`src/hdl/footprint_grid_collision_check_defines.svh`:
```
// Assertion macros for the footprint grid collision check.
`ifndef FOOTPRINT_GRID_COLLISION_CHECK_DEFINES_SVH
`define FOOTPRINT_GRID_COLLISION_CHECK_DEFINES_SVH
`ifndef ASSERT_OFF
// Property that must hold at every clock edge out of reset.
`define FGCC_ASSERT(label, prop, msg) \
	label: assert property (@(posedge clk) disable iff (!arst_n) prop) else $error(msg);
// Condition that must never be true out of reset.
`define FGCC_NEVER(label, expr, msg) \
	label: assert property (@(posedge clk) disable iff (!arst_n) !(expr)) else $error(msg);
`else
`define FGCC_ASSERT(label, prop, msg)
`define FGCC_NEVER(label, expr, msg)
`endif
`endif

```
`src/hdl/fgcc_ram.sv`:
```
// Generic simple dual-port RAM with registered read.
module fgcc_ram #(
	parameter int WIDTH = 8,
	parameter int DEPTH = 256
) (
	input  logic                     clk,
	input  logic                     wr_en,
	input  logic [$clog2(DEPTH)-1:0] wr_addr,
	input  logic [WIDTH-1:0]         wr_data,
	input  logic [$clog2(DEPTH)-1:0] rd_addr,
	output logic [WIDTH-1:0]         rd_data
);

	logic [WIDTH-1:0] mem_q [DEPTH];

	always_ff @(posedge clk) begin
		if (wr_en) begin
			mem_q[wr_addr] <= wr_data;
		end
		rd_data <= mem_q[rd_addr];
	end

endmodule

```
`config.mk`:
```
export PLATFORM = sky130hd
export DESIGN_NAME = fgcc_ram
export DESIGN_NICKNAME = d
export VERILOG_FILES = /design/src/hdl/footprint_grid_collision_check_defines.svh /design/src/hdl/fgcc_ram.sv
export SDC_FILE = /design/constraint.sdc
export NUM_CORES = 2
export LEC_CHECK = 0
export BUFFER_PORTS_ARGS = -buffer_cell sky130_fd_sc_hd__buf_2
export CORE_ASPECT_RATIO = 0.6
export CORE_MARGIN = 3
export CORE_UTILIZATION = 54
export CTS_CLUSTER_SIZE = 24
export DETAILED_ROUTE_END_ITERATION = 10
export GPL_TIMING_DRIVEN = 0
export PLACE_DENSITY = 0.77
export SYNTH_ARGS = -nofsm -noshare
export SYNTH_HDL_FRONTEND = slang
export SYNTH_SLANG_ARGS = --single-unit
```
`constraint.sdc`:
```
create_clock -name clk -period 5.8 [get_ports clk]
set_clock_uncertainty 0.2 [all_clocks]
set_input_delay 1.16 -clock clk [delete_from_list [all_inputs] [get_ports clk]]
set_output_delay 1.16 -clock clk [all_outputs]
set_load 0.05 [all_outputs]
```
After elaboration in Yosys (flattened, before gate mapping)
Memory sizes are Yosys's and may differ from the RTL's. A register that Yosys moved wholly into a read port is not among the register bits.
Index checks and enable logic that the tools add are counted.
- register bits: 0
- RAM bits: 2048
- input bits: 26
- output and inout port bits: 8
- memories kept: 1
- mux-type cells: 2
- memories (memory ; words ; width ; rd ports ; clocked after Yosys merged registers in ; write ports ; line ; source):
    mem_q ; 256 ; 8 ; 1 ; 1 ; 1 ; fgcc_ram.sv:14 ; logic [WIDTH-1:0] mem_q [DEPTH];
- operators by type and width (kind ; number):
    2-to-1 mux 1 bit ; 2

Longest topological paths before layout
- depth after elaboration: 2
- gate-level depth with buffers: 11

Worst setup path before layout
No wires, ideal clock.
- path type: input to register
- start point: in rd_addr[0]
- end point: reg rd_data[2] (read register of mem_q)
- data arrival time: 2.967 ns
- setup slack: 2.502 ns
- stages: 9
- cell sequence: buf_6 > buf_12 > buf_8 > buf_2 > mux4_2 > a22oi_1 > a21oi_1 > nor4_1 > nor4_2
- RTL lines (what ; line ; source):
    from (decl) ; fgcc_ram.sv:10 ; input logic [$clog2(DEPTH)-1:0] rd_addr,
    to (decl) ; fgcc_ram.sv:11 ; output logic [WIDTH-1:0] rd_data

==> flow_metrics.env <==
export IMPL_status="finished with violations"
export IMPL_violations="capacitance limit, slew limit"
export IMPL_rows=108
export IMPL_clkPwrFrac_pct=38.8
export IMPL_r2r_start="mem_q[232][6]$_DFFE_PP_"
export IMPL_finalMaxSlewViolations=86
export IMPL_grt_pass1_vias=41500
export IMPL_final_hold_violation_count=0
export IMPL_critPathLaunchType="input port"
export IMPL_relSlewSlack_pct=-9.49
export IMPL_core_area_um2=145000
export IMPL_ys_types=55
export IMPL_die_h_um=303
export IMPL_finalCritPeriodShare_pct=94.1
export IMPL_synthesis_nets=3759
export IMPL_num_io_pins=34
export IMPL_synth_top_cells_by_area="edfxtp_1 (77%), mux4_2 (13%), mux2i_1 (1.7%)"
export IMPL_path_clk_slew_ns=0.07
export IMPL_gp_routability_congestion=1.05
export IMPL_synth_area_um2=79600
export IMPL_h_tree_depth=4
export IMPL_ant_nets=0
export IMPL_synthFlopType="edfxtp_1"
export IMPL_ys_seq_area_share_pct=77.5
export IMPL_seq_area_um2=61700
export IMPL_p_comb_share_pct=6.2
export IMPL_hp_class="input port to register"
export IMPL_multi_input_area_um2=16500
export IMPL_p_seq_share_pct=55.0
export IMPL_yosysTopAreaCellShare_pct=77.3
export IMPL_initialDrtViolationCount=9624
export IMPL_async_reset_ff_share_pct=0
export IMPL_wl_mm=244
export IMPL_internal_power_mw=23.1
export IMPL_dp_hpwl_mm=160
export IMPL_overflow=0
export IMPL_grt_max_degree=167
export IMPL_hold_buffers=0
export IMPL_fp_dieW_um=502
export IMPL_drc=0
export IMPL_drive_above_1_share_pct=21.3
export IMPL_cap_violations=13
export IMPL_start_util_pct=54.7
export IMPL_ff2ff_path_depth=5
export IMPL_timing_setup_critical_path_class="input port to register"
export IMPL_die_area_um2=152000
export IMPL_reg2reg_slack_ns=1.97
export IMPL_synth_top_cell_by_area="edfxtp_1"
export IMPL_setup_viol=0
export IMPL_fin_nets=3970
export IMPL_setup_ws_ns=0.341
export IMPL_period_needed_ns=5.46
export IMPL_synth_warnings=0
export IMPL_rsz0062_at_grt="no"
export IMPL_synth_ff_latch_count=2056
export IMPL_synthCells=3733
export IMPL_post_place_ws_ns=-0.259
export IMPL_syn_area_per_cell_um2=21.3
export IMPL_grt_use_total_pct=32.2
export IMPL_cts_path_max_buffers=3
export IMPL_max_freq_mhz=183
export IMPL_cts_buffers_inserted=168
export IMPL_cp_required_ns=6.19
export IMPL_endpoint="rd_data[7]$_DFF_P_"
export IMPL_pwr_density_cell_nw_per_um2=338
export IMPL_synth_edf_count=2048
export IMPL_p_sw_mw=6.71
export IMPL_clock_latency_ns=0.83
export IMPL_drtPass1Iterations=10
export IMPL_wl_per_cell_um=40.5
export IMPL_ir_worst_vdd_uv=343
export IMPL_cts_tree="done"
export IMPL_final_cell_mix="edfxtp_1 (2,048), mux4_2 (454), nor2_1 (277)"
export IMPL_grt_pass1_wl_mm=334
export IMPL_post_cts_buffers=0
export IMPL_avgViaCountPerCell=7.37
export IMPL_path_max_fanout=10
export IMPL_portBuffers=26
export IMPL_cts_resized=0
export IMPL_p_leak_nw=26.9
export IMPL_cts_num_sinks=2056
export IMPL_final_common_cell="edfxtp_1"
export IMPL_r2r_end="rd_data[6]$_DFF_P_"
export IMPL_endpoint_kind="register"
export IMPL_fin_util_pct=60.5
export IMPL_cp_startpoint="rd_addr[1]"
export IMPL_num_vias=44400
export IMPL_fillers=9743
export IMPL_arrival_ns=5.85
export IMPL_worst_pin_slew_ns=1.63
export IMPL_root_buffer="clkbuf_16"
export IMPL_antenna_found_initial=12
export IMPL_sw_frac_of_total_pct=22.5
export IMPL_syn2layout_area_growth_pct=10.6
[critical path: stages]
cell	delay (ns)
buf_2	0.19
buf_4	0.33
buf_2	0.45
buf_1	1.13
mux4_2	0.47
a22oi_1	0.31
a21oi_1	0.23
nor4_1	1.24
nor4_1	0.31
[cell families (layout without fill, tap and decap cells)]
group	Yosys count	in the layout	share of synthesized area [%]
multiplexers	591	591	14.6
other	0	18	0
AND/OR/NAND/NOR	466	466	2.63
buffers and inverters	235	582	1.83
flip-flops	2056	2056	77.5
AO/OA/AOI/OAI	385	385	3.42
[synthesized netlist by cell type, types with 3 or more instances]
master,number
buf_4,27
o22a_1,5
or2_2,4
nand2b_1,8
o211ai_1,10
edfxtp_1,2048
o32ai_1,4
nand4_1,10
and2_1,6
nor4_1,24
mux2i_1,134
nand2_1,33
nor2_1,282
buf_2,31
mux4_2,454
clkbuf_1,111
buf_6,21
buf_8,13
a22oi_1,133
dfxtp_1,8
nand3_1,34
o21ai_0,10
nor4_2,3
o221ai_1,46
o22ai_1,28
nor3_1,22
buf_1,22
a211oi_1,16
a22o_1,8
nor2b_1,31
a221oi_1,13
buf_12,8
a21oi_1,96
[worst min-delay path by stage]
| stage | from | to | slack, ns | depth (start not counted) |
|---|---|---|---|---|
| after detailed placement | mem_q[2][2]$_DFFE_PP_ | rd_data[2]$_DFF_P_ | 1.16 | 5 |
| final | wr_data[2] | mem_q[122][2]$_DFFE_PP_ | 0.55 | 1 |
| after global placement | mem_q[38][0]$_DFFE_PP_ | rd_data[0]$_DFF_P_ | 1.18 | 5 |
| after CTS | wr_data[2] | mem_q[123][2]$_DFFE_PP_ | 0.53 | 1 |
| after floorplan | mem_q[40][3]$_DFFE_PP_ | rd_data[3]$_DFF_P_ | 0.57 | 6 |
| after global routing | wr_data[2] | mem_q[123][2]$_DFFE_PP_ | 0.57 | 1 |
[routing by layer]
layer	GRT usage, %	vias up	wire length [um]
li1	-	16100	-
met5	2.57	-	796
met4	11.1	26	10500
met1	44.9	22600	85000
met3	19.8	747	52300
met2	41.2	4867	95200
[final cells by class]
class,instances,share of cell area [%]
sequential,2056,70.1
multi-input combinational,1442,18.7
clock buffer,200,5.01
tap,1925,2.74
buffer,233,1.68
clock inverter,106,1.08
timing repair buffer,41,0.609
antenna,18,0.0512
inverter,2,0.00853
[registers in the layout, summed over array words and instances (netlist names)]
signal   flops
rd_data      8
mem_q     2048
[power by group through the flow]
stage	clock, mW	sequential (mW)	combinational [mW]
floorplan	0	16.7	0.796
global placement	0	16.8	1.65
detailed placement	0	16.7	1.71
CTS	11.5	16.4	1.72
global route	12.0	16.4	1.83
finish	11.5	16.4	1.84
[per-stage QoR]
stage / hold slack, ns / cells / TNS (ns) / instance area [um^2] / power [mW]
after detailed placement: 1.16 / 5696 / -0.625 / 82500 / 18.4
after global placement: 1.18 / 5684 / -0.818 / 82100 / 18.4
final: 0.547 / 6023 / 0 / 88000 / 29.8
after global routing: 0.565 / 6008 / 0 / 87900 / 30.2
after floorplan: 0.570 / 3733 / 0 / 79600 / 17.5
after CTS: 0.534 / 6002 / 0 / 87800 / 29.6
Power figures use the tool's default switching activity.
