**config.mk**
```make
export PLATFORM = sky130hd
export DESIGN_NAME = fgcc_seq
export DESIGN_NICKNAME = d
export VERILOG_FILES = /design/src/hdl/footprint_grid_collision_check_defines.svh /design/src/hdl/fgcc_pkg.sv /design/src/hdl/fgcc_seq.sv
export SDC_FILE = /design/constraint.sdc
export NUM_CORES = 1
export LEC_CHECK = 0
export BUFFER_PORTS_ARGS = -buffer_cell sky130_fd_sc_hd__clkbuf_2
export CORE_AREA = 2 2 165 102
export DETAILED_ROUTE_END_ITERATION = 7
export DIE_AREA = 0 0 167 104
export PLACE_DENSITY = 0.89
export SLEW_MARGIN = 0
export SYNTH_ARGS = -nofsm -noshare
export SYNTH_HDL_FRONTEND = slang
export SYNTH_SLANG_ARGS = --single-unit
export TNS_END_PERCENT = 5
```
**constraint.sdc**
```tcl
create_clock -name clk -period 4.98 [get_ports clk]
set_clock_uncertainty 0.15 [all_clocks]
set_input_delay 0.249 -clock clk [delete_from_list [all_inputs] [get_ports clk]]
set_output_delay 0.249 -clock clk [all_outputs]
set_load 0.005 [all_outputs]
```
**src/hdl/footprint_grid_collision_check_defines.svh**
```systemverilog
// Assertion macros for the footprint grid collision check.
`ifndef FOOTPRINT_GRID_COLLISION_CHECK_DEFINES_SVH
`define FOOTPRINT_GRID_COLLISION_CHECK_DEFINES_SVH
`ifndef ASSERT_OFF
// Property that must hold at every clock edge out of reset.
`define FGCC_ASSERT(label, prop, msg) \
	label: assert property (@(posedge clk) disable iff (!arst_n) prop) else $error(msg);
// Condition that must never be true out of reset.
`define FGCC_NEVER(label, expr, msg) \
	label: assert property (@(posedge clk) disable iff (!arst_n) !(expr)) else $error(msg);
`else
`define FGCC_ASSERT(label, prop, msg)
`define FGCC_NEVER(label, expr, msg)
`endif
`endif

```
**src/hdl/fgcc_pkg.sv**
```systemverilog
// Shared types, constants and widths of the footprint grid collision check.
package fgcc_pkg;

	localparam int MAP_SIDE_MAX = 256;
	localparam int PATCH_MAX    = 32;

	// Fixed field widths
	localparam int WORD_W     = 32;
	localparam int MSIDE_W    = 9;
	localparam int LEVEL_W    = 8;
	localparam int PCOUNT_W   = 6;
	localparam int CELL_IN_W  = 16;
	localparam int TRIG_W     = 16;
	localparam int ROT_FRAC   = 15;
	localparam int CELL_FRAC  = 16;
	localparam int REG_COUNT  = 8;
	localparam int REG_IDX_W  = $clog2(REG_COUNT);

	// Derived from the map and patch limits
	localparam int MAP_CELLS = MAP_SIDE_MAX * MAP_SIDE_MAX;
	localparam int ADDR_W    = $clog2(MAP_CELLS);
	localparam int CELL_W    = $clog2(MAP_SIDE_MAX);
	localparam int SIDE_W    = $clog2(MAP_SIDE_MAX + 1);
	localparam int IDX_W     = (PATCH_MAX > 1) ? $clog2(PATCH_MAX) : 1;
	localparam int CNT_W     = $clog2(PATCH_MAX + 1);
	localparam int OFF_W     = WORD_W + IDX_W + 2;
	localparam int PROD_W    = OFF_W + TRIG_W;
	localparam int POS_W     = PROD_W + 2 - ROT_FRAC;
	localparam int EXT_W     = SIDE_W + WORD_W;
	localparam int CMP_W     = ((POS_W > EXT_W) ? POS_W : EXT_W) + 1;
	localparam int HI_W      = EXT_W - CELL_FRAC;
	localparam int HIP_W     = HI_W + WORD_W;
	localparam int LOP_W     = CELL_FRAC + WORD_W;
	localparam int TX_W      = HIP_W + 1;

	// Register indexes
	localparam logic [REG_IDX_W-1:0] REG_CELL_SIZE     = REG_IDX_W'(0);
	localparam logic [REG_IDX_W-1:0] REG_INV_CELL_SIZE = REG_IDX_W'(1);
	localparam logic [REG_IDX_W-1:0] REG_HALF_LENGTH   = REG_IDX_W'(2);
	localparam logic [REG_IDX_W-1:0] REG_HALF_WIDTH    = REG_IDX_W'(3);
	localparam logic [REG_IDX_W-1:0] REG_MAP_SIDE      = REG_IDX_W'(4);
	localparam logic [REG_IDX_W-1:0] REG_FREE_LEVEL    = REG_IDX_W'(5);
	localparam logic [REG_IDX_W-1:0] REG_PATCH_LONG    = REG_IDX_W'(6);
	localparam logic [REG_IDX_W-1:0] REG_PATCH_WIDE    = REG_IDX_W'(7);

	// Request actions
	localparam logic ACT_WRITE = 1'b0;
	localparam logic ACT_CHECK = 1'b1;

	typedef enum logic [1:0] {
		ST_IDLE,
		ST_RUN,
		ST_DONE
	} fgcc_state_t;

	// One footprint offset from the sequencer
	typedef struct packed {
		logic                    valid;
		logic                    last;
		logic signed [OFF_W-1:0] ox;
		logic signed [OFF_W-1:0] oy;
	} fgcc_sample_t;

	// One map lookup from the transform pipeline
	typedef struct packed {
		logic              valid;
		logic              last;
		logic              outside;
		logic [ADDR_W-1:0] addr;
	} fgcc_lookup_t;

endpackage

```
**src/hdl/fgcc_seq.sv**
```systemverilog
// Footprint sample sequencer: walks the patch grid, one offset per cycle.
module fgcc_seq import fgcc_pkg::*; (
	input  logic              clk,
	input  logic              arst_n,
	input  logic              start,
	input  logic [CNT_W-1:0]  n_long,
	input  logic [CNT_W-1:0]  n_wide,
	input  logic [WORD_W-1:0] cell_size,
	input  logic [WORD_W-1:0] half_length,
	input  logic [WORD_W-1:0] half_width,
	output fgcc_sample_t      smp
);

	logic                    active_q;
	logic [IDX_W-1:0]        i_q;
	logic [IDX_W-1:0]        j_q;
	logic signed [OFF_W-1:0] ox_q;
	logic signed [OFF_W-1:0] oy_q;
	logic signed [OFF_W-1:0] step;
	logic signed [OFF_W-1:0] hl_ext;
	logic signed [OFF_W-1:0] hw_ext;
	logic                    row_end;
	logic                    last;

	assign step    = {{(OFF_W-WORD_W){1'b0}}, cell_size};
	assign hl_ext  = {{(OFF_W-WORD_W){1'b0}}, half_length};
	assign hw_ext  = {{(OFF_W-WORD_W){1'b0}}, half_width};
	assign row_end = CNT_W'(j_q) == n_wide - CNT_W'(1);
	assign last    = row_end && (CNT_W'(i_q) == n_long - CNT_W'(1));

	always_ff @(posedge clk or negedge arst_n) begin
		if (!arst_n) begin
			active_q <= 1'b0;
		end else if (start) begin
			active_q <= 1'b1;
		end else if (active_q && last) begin
			active_q <= 1'b0;
		end
	end

	always_ff @(posedge clk) begin
		if (start) begin
			i_q  <= '0;
			j_q  <= '0;
			ox_q <= '0 - hl_ext;
			oy_q <= '0 - hw_ext;
		end else if (active_q) begin
			if (row_end) begin
				// wrap to the next row of the patch
				j_q  <= '0;
				oy_q <= '0 - hw_ext;
				i_q  <= i_q + IDX_W'(1);
				ox_q <= ox_q + step;
			end else begin
				j_q  <= j_q + IDX_W'(1);
				oy_q <= oy_q + step;
			end
		end
	end

	assign smp.valid = active_q;
	assign smp.last  = last;
	assign smp.ox    = ox_q;
	assign smp.oy    = oy_q;

endmodule

```
# == Word-level counts from Yosys, hierarchy flattened ==
# Index checks and enable logic that the tools add are counted.
# classes
n_addsub,8
eq_ne,2
n_mux,9
reduce_logical,7
# ops
op,n
39-bit 2-to-1 mux,6
39-bit by 33-bit adder with 39-bit output,2
"1-bit by 32-bit subtractor with 33-bit output, first input constant",2
5-bit by 6-bit == test with 1-bit output,2
"6-bit by 1-bit subtractor with 6-bit output, second input constant",2
"5-bit by 1-bit adder with 5-bit output, second input constant",2
2-bit nonzero test,3
5-bit 2-to-1 mux,1
2-bit AND reduction,2
1-bit logical AND,2
1-bit 2-to-1 mux,2
# word_totals
ff_bits,89
in_bits,111
output_inout_bits,80
word_cells,31

# == Logic depth before layout (Yosys ltp) ==
# Gate-level depths: netlist of the first run.
# logic_depth
ltp_word,6
ltp_mapped,11
depth_no_buf,11

# == Worst setup path after synthesis of the first run ==
# No wires, ideal clock.
# synth_path
path_type,input to register
start,input n_wide[0]
end,"register ox_q[0], enable pin"
setup_ns,0.414
arrival_ns,3.081
required_time_ns,4.416
setup_slack_ns,1.336
cell_stages,9
path_buffers,2
cell_sequence,inv_1 -> ha_1 -> xnor2_1 -> a311o_1 -> a2111oi_2 -> and2_0 -> clkbuf_1 -> or2_2 -> clkbuf_1
# synth_between
elab_chain_len,4
# synth_rtl
element,line_no,source
start: declaration,fgcc_seq.sv:7,"input logic [CNT_W-1:0] n_wide,"
6-bit by 1-bit subtractor with 6-bit output,fgcc_seq.sv:28,assign row_end = CNT_W'(j_q) == n_wide - CNT_W'(1);
5-bit by 6-bit == test with 1-bit output,fgcc_seq.sv:28,
2-bit nonzero test (no line),n/a,
2-bit AND reduction (no line),n/a,
end signal: assignment,fgcc_seq.sv:45,ox_q <= '0 - hl_ext;
end signal: assignment,fgcc_seq.sv:53,ox_q <= ox_q + step;
end: declaration,fgcc_seq.sv:17,logic signed [OFF_W-1:0] ox_q;
# No other way between the ends.
# A chain may end at the register's enable or synchronous reset.

# == Worst setup path after layout of the first run ==
# layout_path
start,register ox_q[1]
end,register ox_q[31] (data pin)
# layout_between
elab_chain_len,4
# layout_rtl
element,line_no,source
39-bit by 33-bit adder with 39-bit output,fgcc_seq.sv:53,
39-bit 2-to-1 mux,fgcc_seq.sv:48,if (row_end) begin
39-bit 2-to-1 mux,fgcc_seq.sv:47,end else if (active_q) begin
39-bit 2-to-1 mux,fgcc_seq.sv:42,if (start) begin
# No other way between the ends. The select of a mux whose other input is x is not followed.

==> results of run 1 <==
-- placed cells by master, fill, tap and decap left out, types with 18 or more instances in the layout --
cell type  netlist  layout
o21ai_0         72      72
or3_1           18      18
nand2_1         87      87
inv_1           32      32
o211ai_1        19      19
a21o_1          28      28
xnor2_1         65      65
nand3_1         24      24
clkbuf_2         0     190
xor2_1          53      53
ha_1            70      70
a21oi_1         95      95
nor2_1          89      88
nor3_1          27      27
edfxtp_1        78      78
nand4_1         18      18
-- through the flow --
stage          worst slack, ns  utilization, %  instance area, um^2  instances  power, uW
4_1_cts                   1.50            64.5                10300       1417       4260
6_report                  1.43            64.5                10300       1417       4320
2_1_floorplan             1.34               -                 8770       1031       2730
3_5_place_dp              1.47            62.2                 9890       1401       3400
5_1_grt                   1.25            64.5                10300       1417       4600
3_3_place_gp              1.67            62.2                 9890       1401       3320
-- state kept, by name, indices dropped and copies added, names as in the netlist --
register,count
active_q,1
i_q,5
j_q,5
ox_q,39
oy_q,39
-- kinds of logic after synthesis --
family	Yosys count
adders and majority gates	72
buffers and inverters	67
AOI/OAI and AO/OA	315
DFF	89
muxes	9
xor gates and xnor gates	119
and+or+nand+nor	360
-- cell type report --
type                       count  area, um^2  area share (%)
tap                          209         262            2.55
timing repair buffer         197        1010            9.80
sequential                    89        2570            25.0
clock buffer                  10         229            2.23
inverter                      32         120            1.17
multi-input combinational    875        5950            58.0
clock inverter                 5         129            1.26
-- Yosys cell counts, types with 3 or more instances --
cell	count	area share, %
a211oi_1	10	0.86
a21boi_0	5	0.43
a21o_1	28	2.4
a21oi_1	95	5.4
a311oi_1	7	0.70
a31o_2	5	0.50
a31oi_1	13	0.93
and3_1	16	1.1
and4_1	6	0.60
buf_1	5	0.21
clkbuf_1	27	1.2
dfxtp_1	10	2.3
edfxtp_1	78	27
ha_1	70	10
inv_1	32	1.4
mux2_2	4	0.51
mux2i_1	5	0.57
nand2_1	87	3.7
nand2b_1	13	0.93
nand3_1	24	1.4
nand3b_1	3	0.26
nand4_1	18	1.3
nor2_1	89	3.8
nor2b_1	9	0.64
nor3_1	27	1.5
nor3_2	3	0.34
nor3b_1	8	0.68
nor4_1	10	0.71
o211ai_1	19	1.6
o21a_1	9	0.77
o21ai_0	72	4.1
o21bai_1	8	0.68
o22ai_1	3	0.21
o31ai_1	13	1.1
or2_2	5	0.36
or3_1	18	1.3
or4_1	8	0.68
or4_4	4	0.51
xnor2_1	65	6.5
xor2_1	53	5.3
-- final timing paths --
path | startpoint | end | slack [ns] | cells past startpoint
setup / recovery | ox_q[1] | ox_q[31] | 1.43 | 9
min in group clk | half_length[0] | ox_q[0] | 0.14 | 2
hold / removal | arst_n | active_q | 0.05 | 2
hold reg to reg | i_q[4] | i_q[4] | 0.41 | 2
max in group asynchronous | arst_n | active_q | 4.54 | 2
setup reg to reg | ox_q[1] | ox_q[31] | 1.43 | 9
-- per-layer routing --
metal | wire length (um) | up-vias | track usage [%] | part of all wire (%)
li1 | - | 4232 | - | -
met1 | 11400 | 4162 | 41.5 | 43
met2 | 11400 | 517 | 46.7 | 43
met3 | 3050 | 57 | 6.62 | 12
met4 | 588 | 0 | 8.13 | 2.2
met5 | 0 | - | 0 | 0
-- where the power goes --
group	total [uW]	internal (uW)	switching, uW
logic	2250	958	1290
registers	1210	1050	155
clock network	858	541	318
-- worst reg2reg max path: stages (launching register included) --
cell,delay [ns]
edfxtp_1,0.42
ha_1,0.31
a211o_1,0.29
a21oi_1,0.23
a211oi_1,0.16
a32o_1,0.36
a311oi_1,0.58
nor4_1,0.19
or2_2,0.37
o31ai_1,0.29
==> reports/metrics.cfg, run 1 <==
[yosys]
netlist_instances=1031
synth_compound_area_share_pct=22.8
synth_warnings=0
synth.avg_cell_area_um2=8.51
synth_fp_nets=1214
muxShareOfSynthArea_pct=1.08
ys_async_sr_fraction_pct=1.12
synth.distinct_cells=74
ys.flop_type=edfxtp_1
syn_area_mm2=0.00877
yosysSeqAreaShare_pct=29.3
yosys.area_share.simple_pct=21.4
synth_top_family_by_area=compound AO/OA/AOI/OAI gates
synthAdderAreaFrac_pct=10.4
ys_seq_elements=89
synth_xor_area_share_pct=12.0
synth_edf_count=78

[power]
cellPowerDensity_mw_per_mm2=421
ir_worst_vdd_mv=0.299
p_leak_uw=0.00432

[hold_path]
hp-class=in -> async

[drt]
num_vias=8968
wl_per_cell_um=18.6
drtIter0Drc=956
routed_via_density=6.33
detail_route.first_pass.iterations=5
drc=0
ant_nets=0
routed_wirelength_um=26400

[sta]
finalMaxSlewViolations=0
relSlewSlack_pct=23.6
rsz0062_at_grt=no
final_hold_viol_count=0
period_needed_ns=3.55
finalSetupViolations=0
post-route-period-util_pct=71.2
whs_ns=0.0538
worst_slew_pin_slew_ns=1.15
tns_ns=0
max_freq_mhz=282

[global_route]
antenna_found_initial=0
grt_use_total_pct=29.8
grt_pass1_wl_um=42000
grt_max_degree=45
grt_overflow=0
grt_pass1_vias=8434

[clock_tree]
cts_sinks=89
htree_levels=3
cts_root_buf=clkbuf_16
post_cts_resized=0
cts_tree=yes
clkTransAtPathRegs_ns=0.07
numCtsBuffers=9
clk_path_buf_depth=2
ctsHoldBuffers=1
postCtsSetupBuffers=0
clk_latency_ns=0.35

[worst_setup_path]
path_buf_inv=0
crit_path_end_kind=flop
slowest_delay_ns=0.58
path_max_fanout=5
crit_type=reg -> reg
crit_family=compound AO/OA/AOI/OAI gates
worst_ep_required_time_ns=4.98
slowest_stage=a311oi_1
worstPathCellList=ha_1 -> a211o_1 -> a21oi_1 -> a211oi_1 -> a32o_1 -> a311oi_1 -> nor4_1 -> or2_2 -> o31ai_1
cp.arrival_ns=3.54
startpoint_type=flop

[cells_and_area]
n_antenna_cell=0
drive_above_1_share_pct=20.0
fillers=1378
area_growth_pct=16.9
nNetsFinal=1387

[status]
status=finished clean

[floorplanning]
core_area_mm2=0.0159
die_w_um=167
initial_core_util_pct=55.2
num_rows=36
die-area_mm2=0.0174
io_pins=191
fp.dieH_um=104

[placement]
port_buffers=190
gp_congestion=0.975
place_hpwl_um=20800

[flow_run]
cap_violations=0

(Power assumes the default switching activity.)
==> run 2: changes to the inputs <==
- clock period: 4.98 -> 3.7 ns (I/O delays scaled with it)
==> reports/metrics.cfg, run 2 (synthesized netlist as in run 1, its figures left out) <==
[status]
status=finished clean  ; unchanged

[drt]
drtIter0Drc=905  ; was 956
routed_wirelength_um=25900  ; was 26,400 um
drc=0  ; unchanged
ant_nets=0  ; unchanged
routed_via_density=6.25  ; was 6.33
num_vias=8898  ; was 8,968
detail_route.first_pass.iterations=6  ; was 5
wl_per_cell_um=18.2  ; was 18.6 um

[sta]
final_hold_viol_count=0  ; unchanged
max_freq_mhz=294  ; was 282 MHz
whs_ns=0.0794  ; was 0.0538 ns
rsz0062_at_grt=no  ; unchanged
post-route-period-util_pct=91.9  ; was 71.2%
period_needed_ns=3.40  ; was 3.55 ns
worst_slew_pin_slew_ns=0.732  ; was 1.15 ns
tns_ns=0  ; unchanged
finalSetupViolations=0  ; unchanged
relSlewSlack_pct=51.2  ; was 23.6%
finalMaxSlewViolations=0  ; unchanged

[clock_tree]
clkTransAtPathRegs_ns=0.07  ; about the same
clk_latency_ns=0.35  ; about the same
clk_path_buf_depth=2  ; unchanged
cts_root_buf=clkbuf_16  ; unchanged
htree_levels=3  ; unchanged
numCtsBuffers=9  ; unchanged
cts_sinks=89  ; unchanged
postCtsSetupBuffers=0  ; unchanged
cts_tree=yes  ; unchanged

[worst_setup_path]
worst_ep_required_time_ns=3.74  ; was 4.98 ns
slowest_delay_ns=0.55  ; was 0.58 ns
slowest_stage=a311oi_1  ; unchanged
path_buf_inv=0  ; unchanged
cp.arrival_ns=3.44  ; was 3.54 ns
ff2ff_path_depth=9  ; unchanged
worstPathCellList=ha_1 -> a211o_1 -> a21oi_1 -> a211oi_1 -> a32o_1 -> a311oi_1 -> nor4_1 -> or2_2 -> o31ai_1  ; unchanged
crit_path_end_kind=flop  ; unchanged
crit_type=reg -> reg  ; unchanged
startpoint_type=flop  ; unchanged
path_depth=9  ; unchanged
path_max_fanout=4  ; was 5
crit_family=compound AO/OA/AOI/OAI gates  ; unchanged

[placement]
gp_congestion=0.944  ; was 0.975
dpl-instance-area_mm2=0.00995  ; was 0.00989 mm^2
place_hpwl_um=20500  ; was 20,800 um
port_buffers=190  ; unchanged

[global_route]
grt_overflow=0  ; unchanged
grt_max_degree=53  ; was 45
antenna_found_initial=0  ; unchanged
grt_pass1_vias=8197  ; was 8,434
grt_pass1_wl_um=41100  ; was 42,000 um
grt_use_total_pct=29.0  ; was 29.8%

[hold_path]
hold-path-cell-count=2
hp-class=in -> reg  ; was in -> async

[cells_and_area]
multiInputGateArea_mm2=0.00595  ; unchanged
area_growth_pct=17.4  ; was 16.9%
n_antenna_cell=0  ; unchanged
fillers=1347  ; was 1,378
final_util_pct=64.8  ; was 64.5%
nNetsFinal=1393  ; was 1,387
largestRegisters=ox_q (39), oy_q (39)  ; unchanged
stdcell_area_mm2=0.0103  ; about the same
final_common_cell=clkbuf_2  ; unchanged
final-seq-area_mm2=0.00257  ; unchanged
final_cell_mix=clkbuf_2 (190), a21oi_1 (95), nor2_1 (88)  ; unchanged
drive_above_1_share_pct=20.3  ; was 20.0%

[power]
p_leak_uw=0.00434  ; was 0.00432 uW
ir_worst_vdd_mv=0.358  ; was 0.299 mV
cellPowerDensity_mw_per_mm2=551  ; was 421 mW/mm^2

[floorplanning]
die-area_mm2=0.0174  ; unchanged
num_rows=36  ; unchanged
io_pins=191  ; unchanged
initial_core_util_pct=55.2  ; unchanged
die_w_um=167  ; unchanged
core_area_mm2=0.0159  ; unchanged
fp.dieH_um=104  ; unchanged

[flow_run]
cap_violations=0  ; unchanged

==> run 2: changes by cell type in the layout (fill, tap and decap cells not counted), sizes merged <==
cell and change:
buf +5, clkbuf +3, clkinvlp +1, bufinv -3, dlygate4sd3 +1
==> run 2: layout make-up <==
type	instances	share of cell area (%)
clock inverters	3	0.449
multi-input cells	875	57.7
well taps	209	2.54
repair buffers	203	10.5
inverters	32	1.17
flip-flops and latches	89	24.9
clock buffers	13	2.73
==> run 2: worst paths after layout <==
check                               startpoint        to  slack [ns]
worst min register to register          i_q[4]    i_q[4]        0.41
max in group asynchronous               arst_n  active_q        2.78
worst max-delay path                   ox_q[1]  ox_q[31]        0.30
min in group asynchronous               arst_n  active_q        0.52
worst max register to register         ox_q[1]  ox_q[31]        0.30
worst min-delay path            half_length[0]   ox_q[0]        0.08
==> run 2: metal layers <==
metal | routed length, um | up-vias | global-route usage, %
li1 | - | 4257 | -
met1 | 11700 | 4112 | 42.6
met2 | 10900 | 477 | 43.4
met3 | 2600 | 52 | 5.02
met4 | 661 | 0 | 9.24
met5 | 0 | - | 0
==> run 2: power by group <==
group | internal [uW] | switching [uW]
Clock | 604 | 427
Sequential | 1420 | 203
Combinational | 1290 | 1730
Total | 3320 | 2360
==> run 2: what timing repair did <==
item / in CTS / in global routing
endpoints found under the hold margin: 1 / 0
gates resized for setup: 0 / 0
endpoints found under the setup margin: 0 / 0
hold buffers: 2 / 0
==> run 2: through the flow <==
stage                     cells  setup slack [ns]  total power (uW)
final                      1424             0.301              5670
after global routing       1424            0.0580              6060
after CTS                  1424             0.336              5620
after detailed placement   1406             0.331              4570
after global placement     1406             0.461              4480
after floorplan            1031             0.120              3670
